### config.mk
export PLATFORM = sky130hd
export DESIGN_NAME = raw_black_white_level_normalizer_core
export DESIGN_NICKNAME = d
export VERILOG_FILES = /design/src/sv/rbwl_pkg.sv /design/src/sv/rbwl_front.sv /design/src/sv/rbwl_queue.sv /design/src/sv/rbwl_back.sv /design/src/sv/raw_black_white_level_normalizer_core.sv
export SDC_FILE = /design/constraint.sdc
export NUM_CORES = 1
export LEC_CHECK = 0
export ABC_AREA = 1
export BUFFER_PORTS_ARGS = -buffer_cell sky130_fd_sc_hd__buf_2
export CORE_UTILIZATION = 60
export DETAILED_ROUTE_END_ITERATION = 16
export PLACE_DENSITY = 0.86
export SETUP_SLACK_MARGIN = 0.1
export SLEW_MARGIN = 20
export SYNTH_ARGS = -nofsm -noshare
export SYNTH_HDL_FRONTEND = slang
export SYNTH_SLANG_ARGS = --single-unit
### constraint.sdc
create_clock -name i_clk -period 13.3 [get_ports i_clk]
set_input_delay 3.325 -clock i_clk [delete_from_list [all_inputs] [get_ports i_clk]]
set_output_delay 3.325 -clock i_clk [all_outputs]
set_load 0.05 [all_outputs]
### src/sv/rbwl_pkg.sv
package rbwl_pkg;

    // Operand width of the numerator and denominator: 4*raw minus the sum of
    // four black levels spans about +/-2^18, which fits a 19-bit signed value.
    localparam int OPD_W = 19;
    // Magnitude width of either operand once it is known to be positive.
    localparam int MAG_W = OPD_W - 1;
    // Width of the normalized result (signed Q3.16 at the default fraction).
    localparam int OUT_W = 20;
    // Saturation bounds, as magnitudes of the positive and negative limits.
    localparam int OUT_POS_MAX = 524287;
    localparam int OUT_NEG_MAX = 524288;

    // Depth of the queue between the front and the back.
    localparam int QDEPTH = 2;

    // Configuration register indexes.
    localparam logic [2:0] CFG_BLACK_A     = 3'd0;
    localparam logic [2:0] CFG_BLACK_B     = 3'd1;
    localparam logic [2:0] CFG_BLACK_C     = 3'd2;
    localparam logic [2:0] CFG_BLACK_D     = 3'd3;
    localparam logic [2:0] CFG_WHITE       = 3'd4;
    localparam logic [2:0] CFG_CROP_PHASE  = 3'd5;
    localparam logic [2:0] CFG_LINE_WIDTH  = 3'd6;
    localparam logic [2:0] CFG_MOSAIC_MODE = 3'd7;

    typedef enum logic [1:0] {
        ST_OK      = 2'd0,
        ST_SAT     = 2'd1,
        ST_BAD_DEN = 2'd2
    } t_status;

    typedef enum logic [1:0] {
        BK_IDLE,
        BK_DIV,
        BK_DONE
    } t_back_state;

    typedef struct packed {
        logic [3:0][15:0] black;
        logic [15:0]      white;
        logic [1:0]       crop_phase;
        logic [13:0]      line_width;
        logic             mosaic_mode;
    } t_cfg;

    typedef struct packed {
        logic signed [OPD_W-1:0] num;
        logic signed [OPD_W-1:0] den;
    } t_job;

endpackage

### src/sv/rbwl_front.sv
module rbwl_front #(
    parameter int MAX_LINE_WIDTH = 8192
) (
    input  logic           i_clk,
    input  logic           i_rst_n,
    input  rbwl_pkg::t_cfg i_cfg,
    input  logic           i_s_tvalid,
    output logic           o_s_tready,
    input  logic [15:0]    i_raw_pixel,
    input  logic           i_frame_start,
    output logic           o_job_valid,
    input  logic           i_job_ready,
    output rbwl_pkg::t_job o_job
);
    import rbwl_pkg::*;

    localparam int CNT_W = $clog2(MAX_LINE_WIDTH);
    localparam int CMP_W = (CNT_W + 1 > 14) ? CNT_W + 1 : 14;

    logic [CNT_W-1:0] r_col, n_col;
    logic             r_row, n_row;

    logic [CNT_W-1:0] col_cur;
    logic             row_cur;
    logic [1:0]       idx;
    logic [15:0]      blk;
    logic [17:0]      sum;
    logic [CMP_W-1:0] next_col;
    logic [CMP_W-1:0] lw_ext;
    logic [CMP_W-1:0] eff_width;
    logic             accept;

    assign accept      = i_s_tvalid && i_job_ready;
    assign o_s_tready  = i_job_ready;
    assign o_job_valid = i_s_tvalid;

    always_comb begin
        // Restart the mosaic position on the first pixel of a frame.
        col_cur = i_frame_start ? '0 : r_col;
        row_cur = i_frame_start ? 1'b0 : r_row;
        idx     = {row_cur ^ i_cfg.crop_phase[1], col_cur[0] ^ i_cfg.crop_phase[0]};
        blk     = i_cfg.black[idx];
        sum     = {2'b00, i_cfg.black[0]} + {2'b00, i_cfg.black[1]}
                + {2'b00, i_cfg.black[2]} + {2'b00, i_cfg.black[3]};

        if (i_cfg.mosaic_mode) begin
            o_job.num = $signed({3'b000, i_raw_pixel}) - $signed({3'b000, blk});
            o_job.den = $signed({3'b000, i_cfg.white}) - $signed({3'b000, blk});
        end else begin
            o_job.num = $signed({1'b0, i_raw_pixel, 2'b00}) - $signed({1'b0, sum});
            o_job.den = $signed({1'b0, i_cfg.white, 2'b00}) - $signed({1'b0, sum});
        end

        lw_ext    = CMP_W'(i_cfg.line_width);
        eff_width = (lw_ext == '0 || lw_ext > CMP_W'(MAX_LINE_WIDTH))
                  ? CMP_W'(MAX_LINE_WIDTH) : lw_ext;
        next_col  = CMP_W'(col_cur) + CMP_W'(1);

        n_col = r_col;
        n_row = r_row;
        if (accept) begin
            if (next_col >= eff_width) begin
                n_col = '0;
                n_row = ~row_cur;
            end else begin
                n_col = next_col[CNT_W-1:0];
                n_row = row_cur;
            end
        end
    end

    always_ff @(posedge i_clk) begin
        if (!i_rst_n) begin
            r_col <= '0;
            r_row <= 1'b0;
        end else begin
            r_col <= n_col;
            r_row <= n_row;
        end
    end

endmodule

### src/sv/rbwl_queue.sv
module rbwl_queue (
    input  logic           i_clk,
    input  logic           i_rst_n,
    input  logic           i_push_valid,
    output logic           o_push_ready,
    input  rbwl_pkg::t_job i_push_job,
    output logic           o_pop_valid,
    input  logic           i_pop_ready,
    output rbwl_pkg::t_job o_pop_job
);
    import rbwl_pkg::*;

    localparam int PTR_W = (QDEPTH > 1) ? $clog2(QDEPTH) : 1;
    localparam int CNT_W = $clog2(QDEPTH + 1);

    t_job             r_mem [QDEPTH];
    logic [PTR_W-1:0] r_wr_ptr, n_wr_ptr;
    logic [PTR_W-1:0] r_rd_ptr, n_rd_ptr;
    logic [CNT_W-1:0] r_count, n_count;
    logic             push, pop;

    assign o_push_ready = (r_count != CNT_W'(QDEPTH));
    assign o_pop_valid  = (r_count != '0);
    assign o_pop_job    = r_mem[r_rd_ptr];
    assign push         = i_push_valid && o_push_ready;
    assign pop          = o_pop_valid && i_pop_ready;

    always_comb begin
        n_wr_ptr = r_wr_ptr;
        n_rd_ptr = r_rd_ptr;
        n_count  = r_count;
        if (push) begin
            n_wr_ptr = (r_wr_ptr == PTR_W'(QDEPTH - 1)) ? '0 : r_wr_ptr + PTR_W'(1);
        end
        if (pop) begin
            n_rd_ptr = (r_rd_ptr == PTR_W'(QDEPTH - 1)) ? '0 : r_rd_ptr + PTR_W'(1);
        end
        if (push && !pop) begin
            n_count = r_count + CNT_W'(1);
        end else if (pop && !push) begin
            n_count = r_count - CNT_W'(1);
        end
    end

    always_ff @(posedge i_clk) begin
        if (!i_rst_n) begin
            r_wr_ptr <= '0;
            r_rd_ptr <= '0;
            r_count  <= '0;
        end else begin
            r_wr_ptr <= n_wr_ptr;
            r_rd_ptr <= n_rd_ptr;
            r_count  <= n_count;
        end
    end

    always_ff @(posedge i_clk) begin
        if (push) begin
            r_mem[r_wr_ptr] <= i_push_job;
        end
    end

endmodule

### src/sv/rbwl_back.sv
module rbwl_back #(
    parameter int FRACTION_BITS = 16
) (
    input  logic                       i_clk,
    input  logic                       i_rst_n,
    input  logic                       i_job_valid,
    output logic                       o_job_ready,
    input  rbwl_pkg::t_job             i_job,
    output logic                       o_m_tvalid,
    input  logic                       i_m_tready,
    output logic [rbwl_pkg::OUT_W-1:0] o_m_pixel,
    output rbwl_pkg::t_status          o_m_status
);
    import rbwl_pkg::*;

    localparam int DVD_W = MAG_W + FRACTION_BITS;
    localparam int ITR_W = $clog2(DVD_W);

    t_back_state r_state, n_state;

    logic [DVD_W-1:0] r_quo, n_quo;
    logic [MAG_W-1:0] r_rem, n_rem;
    logic [MAG_W-1:0] r_den, n_den;
    logic [ITR_W-1:0] r_itr, n_itr;
    logic             r_neg, n_neg;
    logic             r_bad, n_bad;

    logic             r_out_valid, n_out_valid;
    logic [OUT_W-1:0] r_out_pixel, n_out_pixel;
    t_status          r_out_status, n_out_status;

    logic             load, step, emit;
    logic [OPD_W-1:0] num_abs;
    logic [MAG_W:0]   trial;
    logic [MAG_W:0]   trial_sub;
    logic             ge;
    logic [OUT_W-1:0] res_pixel;
    t_status          res_status;

    always_comb begin
        n_state     = r_state;
        o_job_ready = 1'b0;
        load        = 1'b0;
        step        = 1'b0;
        emit        = 1'b0;
        unique case (r_state)
            BK_IDLE: begin
                if (i_job_valid) begin
                    o_job_ready = 1'b1;
                    load        = 1'b1;
                    n_state     = (i_job.den <= 0) ? BK_DONE : BK_DIV;
                end
            end
            BK_DIV: begin
                step = 1'b1;
                if (r_itr == ITR_W'(DVD_W - 1)) begin
                    n_state = BK_DONE;
                end
            end
            BK_DONE: begin
                if (!r_out_valid || i_m_tready) begin
                    emit    = 1'b1;
                    n_state = BK_IDLE;
                end
            end
            default: n_state = BK_IDLE;
        endcase
    end

    always_comb begin
        num_abs   = i_job.num[OPD_W-1] ? -i_job.num : i_job.num;
        trial     = {r_rem, r_quo[DVD_W-1]};
        trial_sub = trial - {1'b0, r_den};
        ge        = (trial >= {1'b0, r_den});

        n_quo = r_quo;
        n_rem = r_rem;
        n_den = r_den;
        n_itr = r_itr;
        n_neg = r_neg;
        n_bad = r_bad;
        if (load) begin
            n_quo = {num_abs[MAG_W-1:0], {FRACTION_BITS{1'b0}}};
            n_rem = '0;
            n_den = i_job.den[MAG_W-1:0];
            n_itr = '0;
            n_neg = i_job.num[OPD_W-1];
            n_bad = (i_job.den <= 0);
        end else if (step) begin
            // Shift in one dividend bit, subtract where it fits.
            n_rem = ge ? trial_sub[MAG_W-1:0] : trial[MAG_W-1:0];
            n_quo = {r_quo[DVD_W-2:0], ge};
            n_itr = r_itr + ITR_W'(1);
        end

        if (r_bad) begin
            res_pixel  = '0;
            res_status = ST_BAD_DEN;
        end else if (!r_neg && r_quo > DVD_W'(OUT_POS_MAX)) begin
            res_pixel  = OUT_W'(OUT_POS_MAX);
            res_status = ST_SAT;
        end else if (r_neg && r_quo > DVD_W'(OUT_NEG_MAX)) begin
            res_pixel  = -OUT_W'(OUT_NEG_MAX);
            res_status = ST_SAT;
        end else begin
            res_pixel  = r_neg ? -r_quo[OUT_W-1:0] : r_quo[OUT_W-1:0];
            res_status = ST_OK;
        end

        n_out_valid  = r_out_valid;
        n_out_pixel  = r_out_pixel;
        n_out_status = r_out_status;
        if (o_m_tvalid && i_m_tready) begin
            n_out_valid = 1'b0;
        end
        if (emit) begin
            n_out_valid  = 1'b1;
            n_out_pixel  = res_pixel;
            n_out_status = res_status;
        end
    end

    always_ff @(posedge i_clk) begin
        if (!i_rst_n) begin
            r_state     <= BK_IDLE;
            r_out_valid <= 1'b0;
        end else begin
            r_state     <= n_state;
            r_out_valid <= n_out_valid;
        end
    end

    always_ff @(posedge i_clk) begin
        r_quo        <= n_quo;
        r_rem        <= n_rem;
        r_den        <= n_den;
        r_itr        <= n_itr;
        r_neg        <= n_neg;
        r_bad        <= n_bad;
        r_out_pixel  <= n_out_pixel;
        r_out_status <= n_out_status;
    end

    assign o_m_tvalid = r_out_valid;
    assign o_m_pixel  = r_out_pixel;
    assign o_m_status = r_out_status;

endmodule

### src/sv/raw_black_white_level_normalizer_core.sv
// Raw black/white level normalizer: takes 16-bit raw pixels in raster order
// and returns (raw - black) / (white - black) as a signed fixed-point value
// with FRACTION_BITS fraction bits (Q3.16 by default), truncated toward zero
// and saturated to 20 bits, plus a status code (ok, saturated, or white not
// above black, which gives zero). In mosaic mode the black level follows the
// 2x2 position of the pixel, shifted by the crop phase; otherwise the exact
// mean of the four levels is used. The front tracks column and row parity,
// resets them on a pixel flagged as frame start, and forms numerator and
// denominator in the cycle the pixel is accepted; a two-item queue then feeds
// a restoring divider that produces one quotient bit per cycle. The back loads
// an item, runs the divider steps unless white does not exceed black, and
// writes the result once the output register is free; it takes a new item
// only after emitting the last, so the divider loop sets the sustained rate.
// Up to two pixels queue ahead of the divider and one finished result waits
// in the output register. Configure through the write port only while idle.
module raw_black_white_level_normalizer_core #(
    parameter int MAX_LINE_WIDTH = 8192,
    parameter int FRACTION_BITS  = 16
) (
    input  logic        i_clk,
    input  logic        i_rst_n,

    // Configuration write port.
    input  logic        i_cfg_we,
    input  logic [2:0]  i_cfg_index,
    input  logic [15:0] i_cfg_data,

    input  logic        s_axis_tvalid,
    output logic        s_axis_tready,
    input  logic [15:0] s_axis_tdata,   // [15:0] raw_pixel
    input  logic        s_axis_tuser,   // [0] frame_start

    output logic        m_axis_tvalid,
    input  logic        m_axis_tready,
    output logic [23:0] m_axis_tdata,   // [19:0] normalized_pixel, [23:20] zero
    output logic [1:0]  m_axis_tuser    // [1:0] status
);
    import rbwl_pkg::*;

    t_cfg             r_cfg, n_cfg;
    t_job             front_job, queue_job;
    logic             front_valid, queue_ready;
    logic             queue_valid, back_ready;
    logic [OUT_W-1:0] out_pixel;
    t_status          out_status;

    // Decode register writes; ignore nothing here since every index is used.
    always_comb begin
        n_cfg = r_cfg;
        if (i_cfg_we) begin
            unique case (i_cfg_index)
                CFG_BLACK_A:     n_cfg.black[0]    = i_cfg_data;
                CFG_BLACK_B:     n_cfg.black[1]    = i_cfg_data;
                CFG_BLACK_C:     n_cfg.black[2]    = i_cfg_data;
                CFG_BLACK_D:     n_cfg.black[3]    = i_cfg_data;
                CFG_WHITE:       n_cfg.white       = i_cfg_data;
                CFG_CROP_PHASE:  n_cfg.crop_phase  = i_cfg_data[1:0];
                CFG_LINE_WIDTH:  n_cfg.line_width  = i_cfg_data[13:0];
                CFG_MOSAIC_MODE: n_cfg.mosaic_mode = i_cfg_data[0];
                default:         n_cfg = r_cfg;
            endcase
        end
    end

    always_ff @(posedge i_clk) begin
        if (!i_rst_n) begin
            r_cfg.black       <= '0;
            r_cfg.white       <= 16'hFFFF;
            r_cfg.crop_phase  <= 2'd0;
            r_cfg.line_width  <= 14'd8192;
            r_cfg.mosaic_mode <= 1'b1;
        end else begin
            r_cfg <= n_cfg;
        end
    end

    // Classify the pixel by mosaic position and form the division operands.
    rbwl_front #(
        .MAX_LINE_WIDTH(MAX_LINE_WIDTH)
    ) u_front (
        .i_clk        (i_clk),
        .i_rst_n      (i_rst_n),
        .i_cfg        (r_cfg),
        .i_s_tvalid   (s_axis_tvalid),
        .o_s_tready   (s_axis_tready),
        .i_raw_pixel  (s_axis_tdata),
        .i_frame_start(s_axis_tuser),
        .o_job_valid  (front_valid),
        .i_job_ready  (queue_ready),
        .o_job        (front_job)
    );

    // Hold operands while the divider works on an earlier item.
    rbwl_queue u_queue (
        .i_clk       (i_clk),
        .i_rst_n     (i_rst_n),
        .i_push_valid(front_valid),
        .o_push_ready(queue_ready),
        .i_push_job  (front_job),
        .o_pop_valid (queue_valid),
        .i_pop_ready (back_ready),
        .o_pop_job   (queue_job)
    );

    // Divide, saturate and register the result.
    rbwl_back #(
        .FRACTION_BITS(FRACTION_BITS)
    ) u_back (
        .i_clk      (i_clk),
        .i_rst_n    (i_rst_n),
        .i_job_valid(queue_valid),
        .o_job_ready(back_ready),
        .i_job      (queue_job),
        .o_m_tvalid (m_axis_tvalid),
        .i_m_tready (m_axis_tready),
        .o_m_pixel  (out_pixel),
        .o_m_status (out_status)
    );

    assign m_axis_tdata = {4'b0000, out_pixel};
    assign m_axis_tuser = out_status;

endmodule

==> results of run 1 <==
## kinds of logic (layout without fill, tap and decap cells)
group	Yosys count	after routing	share of synthesized area (%)
mux	11	11	0.6609
other cells	1	5	0.01961
simple gates	1034	1034	23.47
buf+inv	365	429	7.526
compound gates	580	580	16.50
flops	295	295	38.01
xor+xnor	72	72	3.298
fa+ha+maj	148	148	10.51
## synth_stat cells, drive strengths merged (3+ instances only)
| master | count |
|---|---|
| xor2 | 48 |
| clkbuf | 56 |
| a22oi | 8 |
| a31oi | 13 |
| o21a | 3 |
| nand2 | 560 |
| nor2 | 252 |
| dfxtp | 159 |
| or2 | 22 |
| fa | 21 |
| nand3 | 132 |
| o2111ai | 3 |
| ha | 127 |
| nor4 | 7 |
| buf | 21 |
| o211ai | 13 |
| o21ai | 268 |
| a21o | 5 |
| mux2i | 11 |
| o21bai | 7 |
| nor3 | 24 |
| clkinv | 3 |
| nand3b | 7 |
| inv | 285 |
| a21oi | 225 |
| o31ai | 4 |
| edfxtp | 136 |
| xnor2 | 24 |
| nand4 | 21 |
| o22ai | 20 |
| a21boi | 3 |
## worst max-delay path by stage
| stage | slack (ns) | from | cells after the start | end |
|---|---|---|---|---|
| 6_report | 6.40 | s_axis_tuser | 23 | u_queue.r_mem[1][32] |
| 5_1_grt | 5.94 | s_axis_tuser | 23 | u_queue.r_mem[1][32] |
| 4_1_cts | 6.49 | s_axis_tuser | 23 | u_queue.r_mem[1][32] |
| 3_5_place_dp | 5.97 | s_axis_tuser | 23 | u_queue.r_mem[0][32] |
| 3_3_place_gp | 6.08 | s_axis_tuser | 23 | u_queue.r_mem[0][32] |
| 2_1_floorplan | 6.93 | s_axis_tuser | 23 | u_queue.r_mem[0][31] |
## layer usage
| layer | part of all wire (%) | up-vias | track usage [%] |
|---|---|---|---|
| li1 | - | 8498 | - |
| met1 | 42 | 7931 | 38.07 |
| met2 | 48 | 620 | 53.38 |
| met3 | 6.4 | 121 | 4.062 |
| met4 | 3.1 | 2 | 10.09 |
| met5 | 0.024 | - | 0 |
## layout by cell type (no fill, tap or decap), types with 9 or more instances in the layout
master     instances
o21ai_1           18
o22ai_1           20
nor2_1           241
a31oi_1           13
buf_4             13
clkbuf_16         35
xnor2_1           24
nor3_1            19
o21ai_0          237
inv_2              9
or2_2             12
dfxtp_1          159
nand4_1           18
edfxtp_1         136
nand2_1          533
o211ai_1          13
o21ai_2           13
inv_1            276
fa_1              21
nand2_2           20
ha_1             127
xor2_1            48
a21oi_1          223
mux2i_1            9
nand3_1          124
buf_2             64
## state kept, by name, summed over array words and instances (netlist names), 6 cells and up, named ones only
signal / cells
r_cfg: 97
u_back.o_m_pixel: 20
u_back.r_den: 18
u_back.r_itr: 6
u_back.r_quo: 34
u_back.r_rem: 18
u_front.r_col: 13
u_queue.r_mem: 76
## power breakdown
group / internal (mW) / switching, mW / total, mW
clock: 0.575 / 0.392 / 0.967
sequential: 1.19 / 0.0955 / 1.29
combinational: 0.437 / 0.990 / 1.43
## critical path, delay by kind of cell
kind / cells / cell delay [ns]
buf+inv: 6 / 0.96
simple gates: 10 / 0.99
compound gates: 6 / 1.57
fa+ha+maj: 1 / 0.32
## metrics by stage
stage               cells  util, %  cell area, um2  setup WS [ns]
floorplan            2509        -           19130          6.931
global placement     2905    63.59           19710          6.077
detailed placement   2905    63.59           19710          5.966
CTS                  2967    67.30           20860          6.486
global route         2969    67.43           20900          5.939
finish               2970    67.43           20900          6.401
## area by class of cell
cell class              count  area (um2)
diodes                      1       2.502
clock buffers              40       914.6
clock inverters            22       234.0
fillers                  2489       10090
inverters                 288        1081
multi-input cells        1849       10450
flip-flops and latches    295        7267
well taps                 396       495.5
repair buffers             79       457.9
==> run_results.csv, run 1 <==
group,metric,value,unit
run_status,status,"completed",
floorplan,die_area,0.03258,mm2
timing,fmax,0.1449,GHz
critical_path,r2r_end,"u_queue.r_mem[0][12]",
floorplan,rows,64,
critical_path,critPathLaunchType,"input pin",
power_and_ir_drop,p_leak,9.247,nW
clock_network,tritoncts,"done",
floorplan,io_pins,69,
global_route,track_usage,30.25,%
critical_path,path_class,"in -> reg",
power_and_ir_drop,total_power,3.683,mW
critical_path,path_common_cell,"nand2_1",
global_route,grt_pass1_vias,16425,
floorplan,start_util,61.70,%
critical_path,critPathRequiredTime,13.58,ns
timing,relSlewSlack,30.17,%
floorplan,core,0.03099,mm2
placement,dpl.hpwl,36.65,mm
drt,vias_per_cell,5.782,
power_and_ir_drop,p_per_area,176.3,mW/mm2
min_path,min_path_type,"reg -> reg",
timing,finalMaxSlewViolations,0,
logic_synthesis,synth_enable_flop_cells,136,
clock_network,h-tree-depth,2,
floorplan,die_h,180.5,um
global_route,grt_max_degree,104,
logic_synthesis,netlist_area,0.01912,mm2
logic_synthesis,synth_top_area_cell,"edfxtp_1",
drt,avgRoutedWirePerCell,16.72,um
power_and_ir_drop,ir_drop,0.1177,mV
clock_network,ctsHoldBuffers,0,
critical_path,critical_path.cell_chain,"buf_2 > nor2_1 > nand2_1 > nand2_1 > buf_4 > inv_1 > buf_4 > nor2_1 > inv_1 > a32oi_1 > inv_1 > ha_1 > nand2_1 > o21ai_1 > a21oi_1 > o21ai_2 > a21boi_0 > o21ai_0 > nand2_1 > nand2_1 > nand2_1 > nand3_1 > nand2_1",
placement,gp_congestion,0.9743,
min_path,hold_path_depth,1,
clock_network,cts_buffer_depth,3,
finish,drive_gt1_share,8.861,%
clock_network,cts_buffers,34,
logic_synthesis,ys_ff_latch,295,
clock_network,cts_root_buf,"clkbuf_16",
drt,ant_nets,0,
critical_path,slowest_delay,0.43,ns
timing,hold_ws,0.4544,ns
drt,num_vias,17172,
logic_synthesis,synth_cell_types,64,
logic_synthesis,yosysSeqAreaShare,38.01,%
finish,num-nets-final,2736,
drt,drc,0,
timing,tightest_slew,1.044,ns
global_route,grt_pass1_wl,80.41,mm
drt,first_iter_violations,1354,
timing,final.period_utilization,51.87,%
clock_network,insertion_delay,0.53,ns
critical_path,crit_slowest_cell,"a32oi_1",
critical_path,reg2reg_setup_slack,7.68,ns
global_route,antenna_found_initial,2,
drt,wl,49.64,mm
clock_network,cts_repair_resize_count,0,
floorplan,die_w,180.5,um
logic_synthesis,synthFlopType,"dfxtp_1",
critical_path,cp_max_fo,33,
timing,finalSetupViolCount,0,
finish,synthToLayoutAreaGrowth,9.299,%
drt,drt-pass1-iter-count,6,
min_path,hp-start,"u_queue.r_rd_ptr",
timing,rsz0062_at_grt,"no",
global_route,grt_remaining_overflow,0,
logic_synthesis,yosysWarningCount,0,
logic_synthesis,synth_top_area_share,21.36,%
timing,hold_viol,0,
critical_path,ff2ff_path_depth,25,
clock_network,post_cts_buffers,0,
clock_network,cts_sinks,295,
logic_synthesis,syn_inst,2506,
clock_network,clk_pin_slew_worst_paths,0.06,ns
timing,tns,0,ns
logic_synthesis,async_flop_share,0,%
timing,fin_crit,6.899,ns
logic_synthesis,synth.area.top_cells,"edfxtp_1 21%, dfxtp_1 17%, nand2_1 10%",
placement,place.port_buffers,64,
critical_path,cp-end-kind,"flop",
critical_path,worstReg2RegStart,"r_cfg[33]",
logic_synthesis,syn_avg_cell_area,7.630,um2
critical_path,worstPathArrival,7.18,ns
timing,fin_worst_skew,0.01914,ns
run,drv_cap,0,
Power figures use the tool's default switching activity.
==> inputs of run 2 (changes only) <==
==> constraint.sdc (replaced) <==
create_clock -name i_clk -period 6.4 [get_ports i_clk]
set_input_delay 1.6 -clock i_clk [delete_from_list [all_inputs] [get_ports i_clk]]
set_output_delay 1.6 -clock i_clk [all_outputs]
set_load 0.05 [all_outputs]
==> run 2 against run 1 <==
Clock skew down 0.0019 ns; combinational power rose by 110%; core utilization barely moved; power grew 110%; setup slack got worse by 5.5 ns; highest routed layer unchanged; die area unchanged; non-clock buffer count stayed put; critical path depth grew 7; hold slack better by 0.0073 ns.
==> run_results.csv, run 2 (synthesis gave the netlist of run 1 again) <==
group,metric,value,unit
run_status,status,"completed",
clock_network,ctsHoldBuffers,0,
drt,drt-pass1-iter-count,5,
critical_path,ff2ff_path_depth,30,
timing,finalMaxSlewViolations,0,
placement,dpl.hpwl,37.40,mm
timing,finalSetupViolCount,0,
global_route,antenna_found_initial,2,
power_and_ir_drop,switchingPower,3.106,mW
timing,tightest_slew,1.073,ns
timing,fin_worst_skew,0.01719,ns
finish,largest_reg_flops,97,
power_and_ir_drop,p_int,4.578,mW
finish,fin_cells,2970,
critical_path,r2r_end,"u_queue.r_mem[0][15]",
timing,fin_crit,5.524,ns
critical_path,slowest_delay,0.51,ns
timing,hold_ws,0.4617,ns
power_and_ir_drop,power_frac_seq,34.8,%
placement,dp.cells,2905,
clock_network,clk_pin_slew_worst_paths,0.06,ns
finish,regMostFlops,"r_cfg",
run,drv_cap,0,
timing,rsz0062_at_grt,"no",
floorplan,rows,64,
timing,relSlewSlack,28.22,%
placement,place.port_buffers,64,
drt,vias_per_cell,5.820,
timing,fmax,0.1810,GHz
min_path,hold_path_depth,1,
finish,layout_commonest_cell,"nand2_1",
timing,hold_viol,0,
critical_path,cp-end-kind,"flop",
clock_network,cts_buffer_depth,3,
drt,first_iter_violations,1319,
power_and_ir_drop,p_per_area,367.4,mW/mm2
drt,wl,50.57,mm
global_route,grt_pass1_wl,81.60,mm
floorplan,die_h,180.5,um
finish,synthToLayoutAreaGrowth,9.378,%
timing,tns,0,ns
floorplan,core,0.03099,mm2
power_and_ir_drop,p_leak,9.256,nW
critical_path,crit_slowest_cell,"fa_1",
floorplan,io_pins,69,
critical_path,critPathLaunchType,"flop",
drt,num_vias,17285,
global_route,track_usage,31.10,%
power_and_ir_drop,power_frac_clock,26.1,%
power_and_ir_drop,sw_frac_of_total,40.42,%
clock_network,post_cts_buffers,0,
drt,drc,0,
floorplan,die_area,0.03258,mm2
clock_network,cts_root_buf,"clkbuf_16",
floorplan,die_w,180.5,um
critical_path,worstPathArrival,5.79,ns
critical_path,cp_max_fo,5,
critical_path,path_common_cell,"nand2_1",
clock_network,insertion_delay,0.54,ns
floorplan,start_util,61.70,%
critical_path,critPathRequiredTime,6.67,ns
global_route,grt_max_degree,104,
min_path,min_path_type,"reg -> reg",
finish,largest_registers,"r_cfg x97, u_queue.r_mem x76, u_back.r_quo x34",
clock_network,cts_repair_resize_count,0,
finish,num-nets-final,2736,
power_and_ir_drop,total_power,7.684,mW
clock_network,cts_buffers,34,
global_route,grt_pass1_vias,16521,
power_and_ir_drop,ir_drop,0.2347,mV
timing,final.period_utilization,86.31,%
drt,ant_nets,0,
drt,avgRoutedWirePerCell,17.03,um
clock_network,cts_sinks,295,
placement,gp_congestion,0.9561,
global_route,grt_remaining_overflow,0,
min_path,hp-start,"u_queue.r_rd_ptr",
finish,drive_gt1_share,8.978,%
clock_network,h-tree-depth,2,
power_and_ir_drop,p_comb_share,39.1,%
critical_path,worstReg2RegStart,"r_cfg[35]",
min_path,holdPathEnd,"u_queue.r_rd_ptr",
critical_path,reg2reg_setup_slack,0.88,ns
critical_path,path_class,"reg -> reg",
finish,mostFrequentLayoutCells,"533 x nand2_1, 276 x inv_1, 241 x nor2_1, 237 x o21ai_0, 223 x a21oi_1",
clock_network,tritoncts,"done",
## run 2: cell types whose count changed in the layout (fill, tap and decap cells not counted), sizes merged
cell,before,now
clkbuf,40,37
clkinv,15,17
inv,289,290
## run 2: metal layers
metal / up-vias / GRT usage (%) / share of wire [%]
li1: 8494 / - / -
met1: 7999 / 38.31 / 41
met2: 663 / 54.17 / 48
met3: 127 / 4.264 / 6.6
met4: 2 / 13.98 / 4.1
met5: - / 0 / 0.020
## run 2: critical path: cells and delay by family (launching register included)
| kind | cells | cell delay (ns) |
|---|---|---|
| adders and majority gates | 4 | 1.66 |
| AOI/OAI and AO/OA | 6 | 1.16 |
| and+or+nand+nor | 16 | 1.64 |
| xor gates and xnor gates | 2 | 0.35 |
| DFF | 1 | 0.32 |
| buffers and inverters | 2 | 0.11 |
## run 2: layout make-up
class	count	area, um2
inverter	288	1081
tap	396	495.5
sequential	295	7267
timing repair buffer	79	465.4
multi-input combinational	1849	10450
antenna	1	2.502
clock buffer	37	893.4
fill	2540	10080
clock inverter	25	262.8
## run 2: worst max path at each step
stage	from	end	slack [ns]	cells after the start
after global placement	s_axis_tuser	u_queue.r_mem[0][11]	1.06	18
after global routing	r_cfg[35]	u_queue.r_mem[0][36]	0.41	32
final	r_cfg[35]	u_queue.r_mem[0][15]	0.88	30
after detailed placement	s_axis_tuser	u_queue.r_mem[1][13]	0.94	21
after floorplan	s_axis_tuser	u_queue.r_mem[0][31]	1.76	23
after CTS	r_cfg[35]	u_queue.r_mem[0][36]	0.95	30
## run 2: power groups by stage
| stage | Sequential [mW] | Combinational [mW] | Clock (mW) |
|---|---|---|---|
| after floorplan | 2.79 | 2.15 | 0 |
| after global placement | 2.69 | 2.83 | 0 |
| after detailed placement | 2.71 | 2.91 | 0 |
| after CTS | 2.67 | 2.95 | 2.02 |
| after global routing | 2.71 | 3.33 | 2.10 |
| final | 2.68 | 3.00 | 2.00 |
## run 2: metrics by stage
step,util [%],setup slack [ns],area [um2]
finish,67.48,0.8762,20910
global route,67.47,0.4090,20910
floorplan,-,1.756,19130
detailed placement,63.59,0.9423,19710
global placement,63.59,1.062,19710
CTS,67.32,0.9457,20860
